==> config.mk <==
export PLATFORM = sky130hd
export DESIGN_NAME = frame_animation_timer
export DESIGN_NICKNAME = d
export VERILOG_FILES = /design/src/rtl/core/fat_pkg.sv /design/src/rtl/core/frame_animation_timer.sv
export SDC_FILE = /design/constraint.sdc
export NUM_CORES = 1
export LEC_CHECK = 0
export BUFFER_PORTS_ARGS = -buffer_cell sky130_fd_sc_hd__buf_2
export CAP_MARGIN = 20
export CORE_UTILIZATION = 65
export DETAILED_ROUTE_END_ITERATION = 12
export HOLD_SLACK_MARGIN = 0.1
export PLACE_DENSITY_LB_ADDON = 0.12
export SYNTH_ARGS = -nofsm -noshare
export SYNTH_HDL_FRONTEND = slang
export SYNTH_SLANG_ARGS = --single-unit
==> constraint.sdc <==
create_clock -name clk -period 7.8 [get_ports clk]
set_input_delay 1.17 -clock clk [delete_from_list [all_inputs] [get_ports clk]]
set_output_delay 1.17 -clock clk [all_outputs]
set_load 0.01 [all_outputs]
==> src/rtl/core/fat_pkg.sv <==
// ============================================================================
// fat_pkg: frame animation timer shared definitions
// Item kind codes, field widths and parameter defaults.
// ============================================================================
package fat_pkg;

    localparam int KIND_W  = 2;
    localparam int ELAP_W  = 16;
    localparam int COUNT_W = 5;
    localparam int IDX_W   = 4;
    localparam int DUR_W   = 16;
    localparam int FRAME_W = 4;
    localparam int ACC_W   = 32;
    localparam int FRAC_W  = 4;

    localparam int MAX_FRAMES_DEF = 16;
    localparam int MAX_STEPS_DEF  = 256;

    localparam logic [KIND_W-1:0] KIND_TICK = 2'd0;
    localparam logic [KIND_W-1:0] KIND_PLAY = 2'd1;
    localparam logic [KIND_W-1:0] KIND_STOP = 2'd2;
    localparam logic [KIND_W-1:0] KIND_LOAD = 2'd3;

endpackage

==> src/rtl/core/frame_animation_timer.sv <==
// ============================================================================
// frame_animation_timer: sprite frame animation timer
// Per-frame duration table, clip playback with loop or stop-at-end, driven
// by tick items carrying elapsed time in Q4 milliseconds.
// ============================================================================
// An item is taken when start is high and busy is low; busy then stays high
// until the result has been shown on done for one cycle, and the receiver
// cannot stall it. Play, stop, load and an idle tick go straight to the
// result. A tick on a running clip advances at most MAX_STEPS frames, halting
// on the last frame of a non-looping clip: one 33-bit add/subtract unit first
// adds the elapsed time with saturation, then for each frame compares and
// subtracts the duration, and each new frame passes through a fetch state for
// the registered table read.
module frame_animation_timer #(
    parameter int MAX_FRAMES = fat_pkg::MAX_FRAMES_DEF,
    parameter int MAX_STEPS  = fat_pkg::MAX_STEPS_DEF
) (
    input  logic                          clk,
    input  logic                          rst_n,
    input  logic                          start,
    output logic                          busy,
    input  logic [fat_pkg::KIND_W-1:0]    kind,
    input  logic [fat_pkg::ELAP_W-1:0]    elapsed_q4,
    input  logic                          loop_mode,
    input  logic [fat_pkg::COUNT_W-1:0]   frame_count_in,
    input  logic [fat_pkg::IDX_W-1:0]     frame_index,
    input  logic [fat_pkg::DUR_W-1:0]     frame_duration_ms,
    output logic                          done,
    output logic [fat_pkg::FRAME_W-1:0]   current_frame,
    output logic                          playing,
    output logic                          finished
);
    import fat_pkg::*;

    localparam int CNT_MAX = (1 << COUNT_W) - 1;
    localparam int LEN_MAX = (MAX_FRAMES < CNT_MAX) ? MAX_FRAMES : CNT_MAX;
    localparam int LEN_W   = $clog2(LEN_MAX + 1);
    localparam int FR_W    = (LEN_MAX > 1) ? $clog2(LEN_MAX) : 1;
    localparam int TAB_D   = (MAX_FRAMES < (1 << IDX_W)) ? MAX_FRAMES : (1 << IDX_W);
    localparam int TAB_AW  = (TAB_D > 1) ? $clog2(TAB_D) : 1;
    localparam int STEP_W  = $clog2(MAX_STEPS + 1);

    localparam logic [2:0] S_IDLE  = 3'd0;
    localparam logic [2:0] S_ADD   = 3'd1;
    localparam logic [2:0] S_FETCH = 3'd2;
    localparam logic [2:0] S_STEP  = 3'd3;
    localparam logic [2:0] S_DONE  = 3'd4;

    logic [2:0]        state_reg,   state_next;
    logic [ACC_W-1:0]  acc_reg,     acc_next;
    logic [FR_W-1:0]   frame_reg,   frame_next;
    logic [LEN_W-1:0]  len_reg,     len_next;
    logic              running_reg, running_next;
    logic              looping_reg, looping_next;
    logic              present_reg, present_next;
    logic [STEP_W-1:0] steps_reg,   steps_next;
    logic [ELAP_W-1:0] elap_reg;

    logic [DUR_W-1:0]  tab [TAB_D];
    logic [DUR_W-1:0]  rd_reg;
    logic              rd_ok_reg;

    logic              accept;
    logic              tab_we;
    logic [IDX_W+TAB_AW-1:0] widx;
    logic [ACC_W-1:0]  need;
    logic [ACC_W-1:0]  alu_b;
    logic              alu_cin;
    logic [ACC_W:0]    alu_sum;
    logic [LEN_W-1:0]  frame_inc;
    logic [FR_W-1:0]   last_frame;
    logic [LEN_W-1:0]  count_sat;
    logic [FR_W+FRAME_W-1:0] frame_ext;

    assign accept    = start && (state_reg == S_IDLE);
    assign tab_we    = accept && (kind == KIND_LOAD) && (frame_index < TAB_D);
    assign widx      = {{TAB_AW{1'b0}}, frame_index};
    assign need      = rd_ok_reg ? {{(ACC_W-DUR_W-FRAC_W){1'b0}}, rd_reg, {FRAC_W{1'b0}}}
                                 : '0;
    assign alu_b     = (state_reg == S_ADD) ? {{(ACC_W-ELAP_W){1'b0}}, elap_reg} : ~need;
    assign alu_cin   = (state_reg != S_ADD);
    assign alu_sum   = {1'b0, acc_reg} + {1'b0, alu_b} + {{ACC_W{1'b0}}, alu_cin};
    assign frame_inc = LEN_W'(frame_reg) + LEN_W'(1);
    assign last_frame = FR_W'(len_reg - LEN_W'(1));
    assign count_sat = (frame_count_in > COUNT_W'(LEN_MAX)) ? LEN_W'(LEN_MAX)
                                                            : LEN_W'(frame_count_in);
    assign frame_ext = {{FRAME_W{1'b0}}, frame_reg};

    always_ff @(posedge clk)
    begin
        if (tab_we)
        begin
            tab[widx[TAB_AW-1:0]] <= frame_duration_ms;
        end
        rd_reg    <= tab[frame_reg[TAB_AW-1:0]];
        rd_ok_reg <= (frame_reg < TAB_D);
        if (accept)
        begin
            elap_reg <= elapsed_q4;
        end
    end

    always_comb
    begin
        state_next   = state_reg;
        acc_next     = acc_reg;
        frame_next   = frame_reg;
        len_next     = len_reg;
        running_next = running_reg;
        looping_next = looping_reg;
        present_next = present_reg;
        steps_next   = steps_reg;
        case (state_reg)
            S_IDLE:
            begin
                if (start)
                begin
                    state_next = S_DONE;
                    case (kind)
                        KIND_TICK:
                        begin
                            if (running_reg && present_reg)
                            begin
                                state_next = S_ADD;
                            end
                        end
                        KIND_PLAY:
                        begin
                            if (frame_count_in != '0)
                            begin
                                len_next     = count_sat;
                                present_next = 1'b1;
                                looping_next = loop_mode;
                                frame_next   = '0;
                                acc_next     = '0;
                                running_next = 1'b1;
                            end
                        end
                        KIND_STOP:
                        begin
                            running_next = 1'b0;
                        end
                        default:
                        begin
                        end
                    endcase
                end
            end
            S_ADD:
            begin
                acc_next   = alu_sum[ACC_W] ? {ACC_W{1'b1}} : alu_sum[ACC_W-1:0];
                steps_next = '0;
                state_next = S_STEP;
            end
            S_FETCH:
            begin
                state_next = S_STEP;
            end
            S_STEP:
            begin
                if (alu_sum[ACC_W] && (steps_reg < STEP_W'(MAX_STEPS)))
                begin
                    acc_next   = alu_sum[ACC_W-1:0];
                    steps_next = steps_reg + STEP_W'(1);
                    state_next = S_FETCH;
                    if (frame_inc >= len_reg)
                    begin
                        if (looping_reg)
                        begin
                            frame_next = '0;
                        end
                        else
                        begin
                            frame_next   = last_frame;
                            running_next = 1'b0;
                            state_next   = S_DONE;
                        end
                    end
                    else
                    begin
                        frame_next = FR_W'(frame_inc);
                    end
                end
                else
                begin
                    state_next = S_DONE;
                end
            end
            S_DONE:
            begin
                state_next = S_IDLE;
            end
            default:
            begin
                state_next = S_IDLE;
            end
        endcase
    end

    always_ff @(posedge clk or negedge rst_n)
    begin
        if (!rst_n)
        begin
            state_reg   <= S_IDLE;
            acc_reg     <= '0;
            frame_reg   <= '0;
            len_reg     <= '0;
            running_reg <= 1'b0;
            looping_reg <= 1'b0;
            present_reg <= 1'b0;
            steps_reg   <= '0;
        end
        else
        begin
            state_reg   <= state_next;
            acc_reg     <= acc_next;
            frame_reg   <= frame_next;
            len_reg     <= len_next;
            running_reg <= running_next;
            looping_reg <= looping_next;
            present_reg <= present_next;
            steps_reg   <= steps_next;
        end
    end

    assign busy          = (state_reg != S_IDLE);
    assign done          = (state_reg == S_DONE);
    assign current_frame = frame_ext[FRAME_W-1:0];
    assign playing       = running_reg;
    assign finished      = !running_reg && !looping_reg && present_reg &&
                           (frame_reg == last_frame);

endmodule

==> flow_metrics.env <==
export IMPL_synth_seq_area_share_pct=65.00
export IMPL_status="complete, no violations"
export IMPL_cts_tree="done"
export IMPL_path_clk_slew_ns=0.07
export IMPL_holdBufCountCts=0
export IMPL_max_clock_freq_mhz=182.5
export IMPL_critPathMaxStageDelay_ns=0.67
export IMPL_synthCells=1005
export IMPL_arrival_ns=5.92
export IMPL_place_ws_ns=2.353
export IMPL_firstDrtPassIters=5
export IMPL_cp_data_required_time_ns=8.24
export IMPL_ff2ff_path_depth=16
export IMPL_fin_ws_ns=2.321
export IMPL_crit_path_start="state_reg[2]$_DFFE_PN0N_"
export IMPL_hold_path_class="flop to flop"
export IMPL_grt_total_usage_pct=29.66
export IMPL_ant_nets=0
export IMPL_ir_worst_vdd_mv=0.2352
export IMPL_cts_setup_buffers=0
export IMPL_crit_path_end_kind="flop"
export IMPL_tightest_slew_ns=1.054
export IMPL_grt_pass1_vias=9245
export IMPL_cpMostUsedCell="a211o_1"
export IMPL_drive_gt1_share_pct=21.87
export IMPL_critPathLaunchType="flop"
export IMPL_clk_latency_ns=0.52
export IMPL_die_area_um2=24020
export IMPL_numClockSinks=344
export IMPL_vias=9238
export IMPL_fin_nets=1166
export IMPL_reg2reg_to="acc_reg[31]$_DFFE_PN0P_"
export IMPL_period_minus_slack_ns=5.479
export IMPL_cts_buffers=35
export IMPL_crit_chain="nand2b_1, nor2_1, clkinv_1, buf_4, nor2_1, a21oi_1, ha_1, a21o_1, a211o_1, a2111oi_1, a211o_1, a21o_2, a211o_1, buf_16, a21o_1, or3b_1"
export IMPL_regToRegSetupSlack_ns=2.32
export IMPL_power_mw=6.838
export IMPL_finalCritPeriodShare_pct=70.25
export IMPL_wirelength_um=34410
export IMPL_root_buffer="clkbuf_16"
export IMPL_drc=0
export IMPL_grt_overflow=0
export IMPL_routabilityCongestion=0.8882
export IMPL_path_class="flop to flop"
export IMPL_cellLeakagePower_nw=6.157
export IMPL_yosys_register_bits=344
export IMPL_via_per_inst=6.529
export IMPL_crit_slowest_cell="nor2_1"
export IMPL_dp_hpwl_um=20280
export IMPL_path_buf_inv=3
export IMPL_rsz0062_at_grt="no"
export IMPL_diodes=0
export IMPL_die_w_um=155.0
export IMPL_core_area_um2=22780
export IMPL_antenna_found_initial=1
export IMPL_ys_types=68
export IMPL_slew_headroom_pct=29.10
export IMPL_htreeDepth=2
export IMPL_seqCellArea_um2=9894
export IMPL_cts_resized=0
export IMPL_routedWlPerCell_um=24.32
export IMPL_numPortBuffers=54
export IMPL_grt_pass1_wl_um=52410
export IMPL_p_per_area_nw_per_um2=396.1
export IMPL_setup_tns_ns=0
export IMPL_cp_endpoint="acc_reg[31]$_DFFE_PN0P_"
export IMPL_drv_slew=0
export IMPL_final_hold_viol_count=0
export IMPL_multi_input_area_um2=5124
export IMPL_fill_cells=1308
export IMPL_syn_nets=1093
export IMPL_fin_worst_skew_ns=0.02983
export IMPL_crit_family="compound AO/OA/AOI/OAI gates"
export IMPL_synthFlopType="edfxtp_1"
export IMPL_ioPinCount=55
export IMPL_grt_max_degree=70
export IMPL_path_depth=16
export IMPL_yosysWarningCount=0
export IMPL_clock_path_buffers=3
export IMPL_die_h_um=155.0
export IMPL_rows=55
export IMPL_max_cap_viol_count=0
export IMPL_largest_reg_flops=256
export IMPL_async_reset_ff_share_pct=16.28
export IMPL_synthToLayoutAreaGrowth_pct=13.45
export IMPL_finalSetupViolations=0
export IMPL_start_util_pct=66.79
export IMPL_syn_area_per_cell_um2=15.14
export IMPL_critPathMaxFanout=38
export IMPL_detail_route_iter0_violations=691
export IMPL_r2r_start="state_reg[2]$_DFFE_PN0N_"
export IMPL_netlist_area_um2=15210
export IMPL_synth_edf_count=272
[Yosys cell counts, drive strengths merged (3+ instances only)]
master / count / area [um^2]
or3: 13 / 81.33
nand2b: 16 / 100.1
o21ai: 55 / 275.3
mux2i: 4 / 40.04
o311ai: 4 / 35.04
nand4: 7 / 50.05
and3: 5 / 31.28
dfrtp: 56 / 1401
o2111ai: 4 / 35.03
nor4: 5 / 37.53
nor2: 69 / 259.0
dfxtp: 16 / 320.3
a211o: 7 / 61.31
clkbuf: 28 / 106.4
mux2: 4 / 45.04
a31oi: 14 / 93.84
xnor2: 19 / 166.4
o211ai: 7 / 52.55
nand3: 13 / 65.06
inv: 23 / 86.33
nor3b: 5 / 37.54
nor2b: 6 / 37.54
or4: 3 / 22.52
mux4: 80 / 1802
edfxtp: 272 / 8168
nor3: 17 / 85.08
buf: 16 / 78.82
ha: 40 / 500.5
xor2: 11 / 96.34
o21a: 5 / 37.54
a211oi: 10 / 75.07
a21o: 19 / 143.9
a21oi: 46 / 230.2
nand2: 75 / 284.0
[metrics by stage]
| step | utilization, % | hold WS, ns | instance area, um^2 | std cells |
|---|---|---|---|---|
| after floorplan | - | 0.4453 | 15210 | 1005 |
| final | 75.78 | 0.4847 | 17260 | 1415 |
| after detailed placement | 70.34 | 0.4666 | 16020 | 1348 |
| after global placement | 69.66 | 0.4572 | 15870 | 1341 |
| after CTS | 75.42 | 0.4845 | 17180 | 1409 |
| after global routing | 75.78 | 0.5069 | 17260 | 1415 |
[worst min-delay path by stage]
stage,from,end,cells after the start
floorplan,acc_reg[11]$_DFFE_PN0P_,acc_reg[11]$_DFFE_PN0P_,2
global placement,acc_reg[17]$_DFFE_PN0P_,acc_reg[17]$_DFFE_PN0P_,2
detailed placement,acc_reg[11]$_DFFE_PN0P_,acc_reg[11]$_DFFE_PN0P_,2
CTS,acc_reg[12]$_DFFE_PN0P_,acc_reg[12]$_DFFE_PN0P_,2
global route,acc_reg[19]$_DFFE_PN0P_,acc_reg[19]$_DFFE_PN0P_,2
finish,acc_reg[14]$_DFFE_PN0P_,acc_reg[14]$_DFFE_PN0P_,2
[power by group]
group	total (mW)	switching (mW)	internal, mW
clock	1.70	0.690	1.01
combinational	2.80	1.58	1.22
sequential	2.34	0.163	2.17
[worst min-delay path, delay by kind of cell, from the launching register on]
kind	cells	cell delay (ns)
DFF	1	0.35
and+or+nand+nor	2	0.10
[layer usage]
metal	routed length (um)	global-route usage [%]	part of all wire, %	vias up
li1	-	-	-	4081
met5	0	0	0	-
met2	17770	51.16	52	357
met4	1062	11.98	3.1	0
met3	2045	5.237	5.9	65
met1	13530	37.57	39	4735
[cells in the final DEF (no fill, tap or decap), types with 18 or more instances in the layout]
master	instances
dfrtp_1	54
ha_1	40
a21oi_1	45
nand2_1	74
clkbuf_16	35
o21ai_0	53
mux4_2	80
a21o_1	18
inv_1	23
xnor2_1	19
edfxtp_1	272
buf_2	54
nor2_1	56
[logic make-up after synthesis]
family          Yosys count  synth area share (%)
mux                      88                 12.40
fa+ha+maj                41                 3.421
simple gates            243                 7.648
flops                   344                 65.00
compound gates          191                 7.994
buf+inv                  68                 1.809
xor+xnor                 30                 1.727
[cell type report]
cell class / count / area share [%]
Multi-Input combinational cell: 593 / 29.68
Tap cell: 313 / 2.269
Timing Repair Buffer: 80 / 3.508
Clock inverter: 18 / 1.392
Inverter: 24 / 0.5219
Clock buffer: 43 / 5.306
Sequential cell: 344 / 57.32
Note: power is estimated with default switching activity, not from simulation.
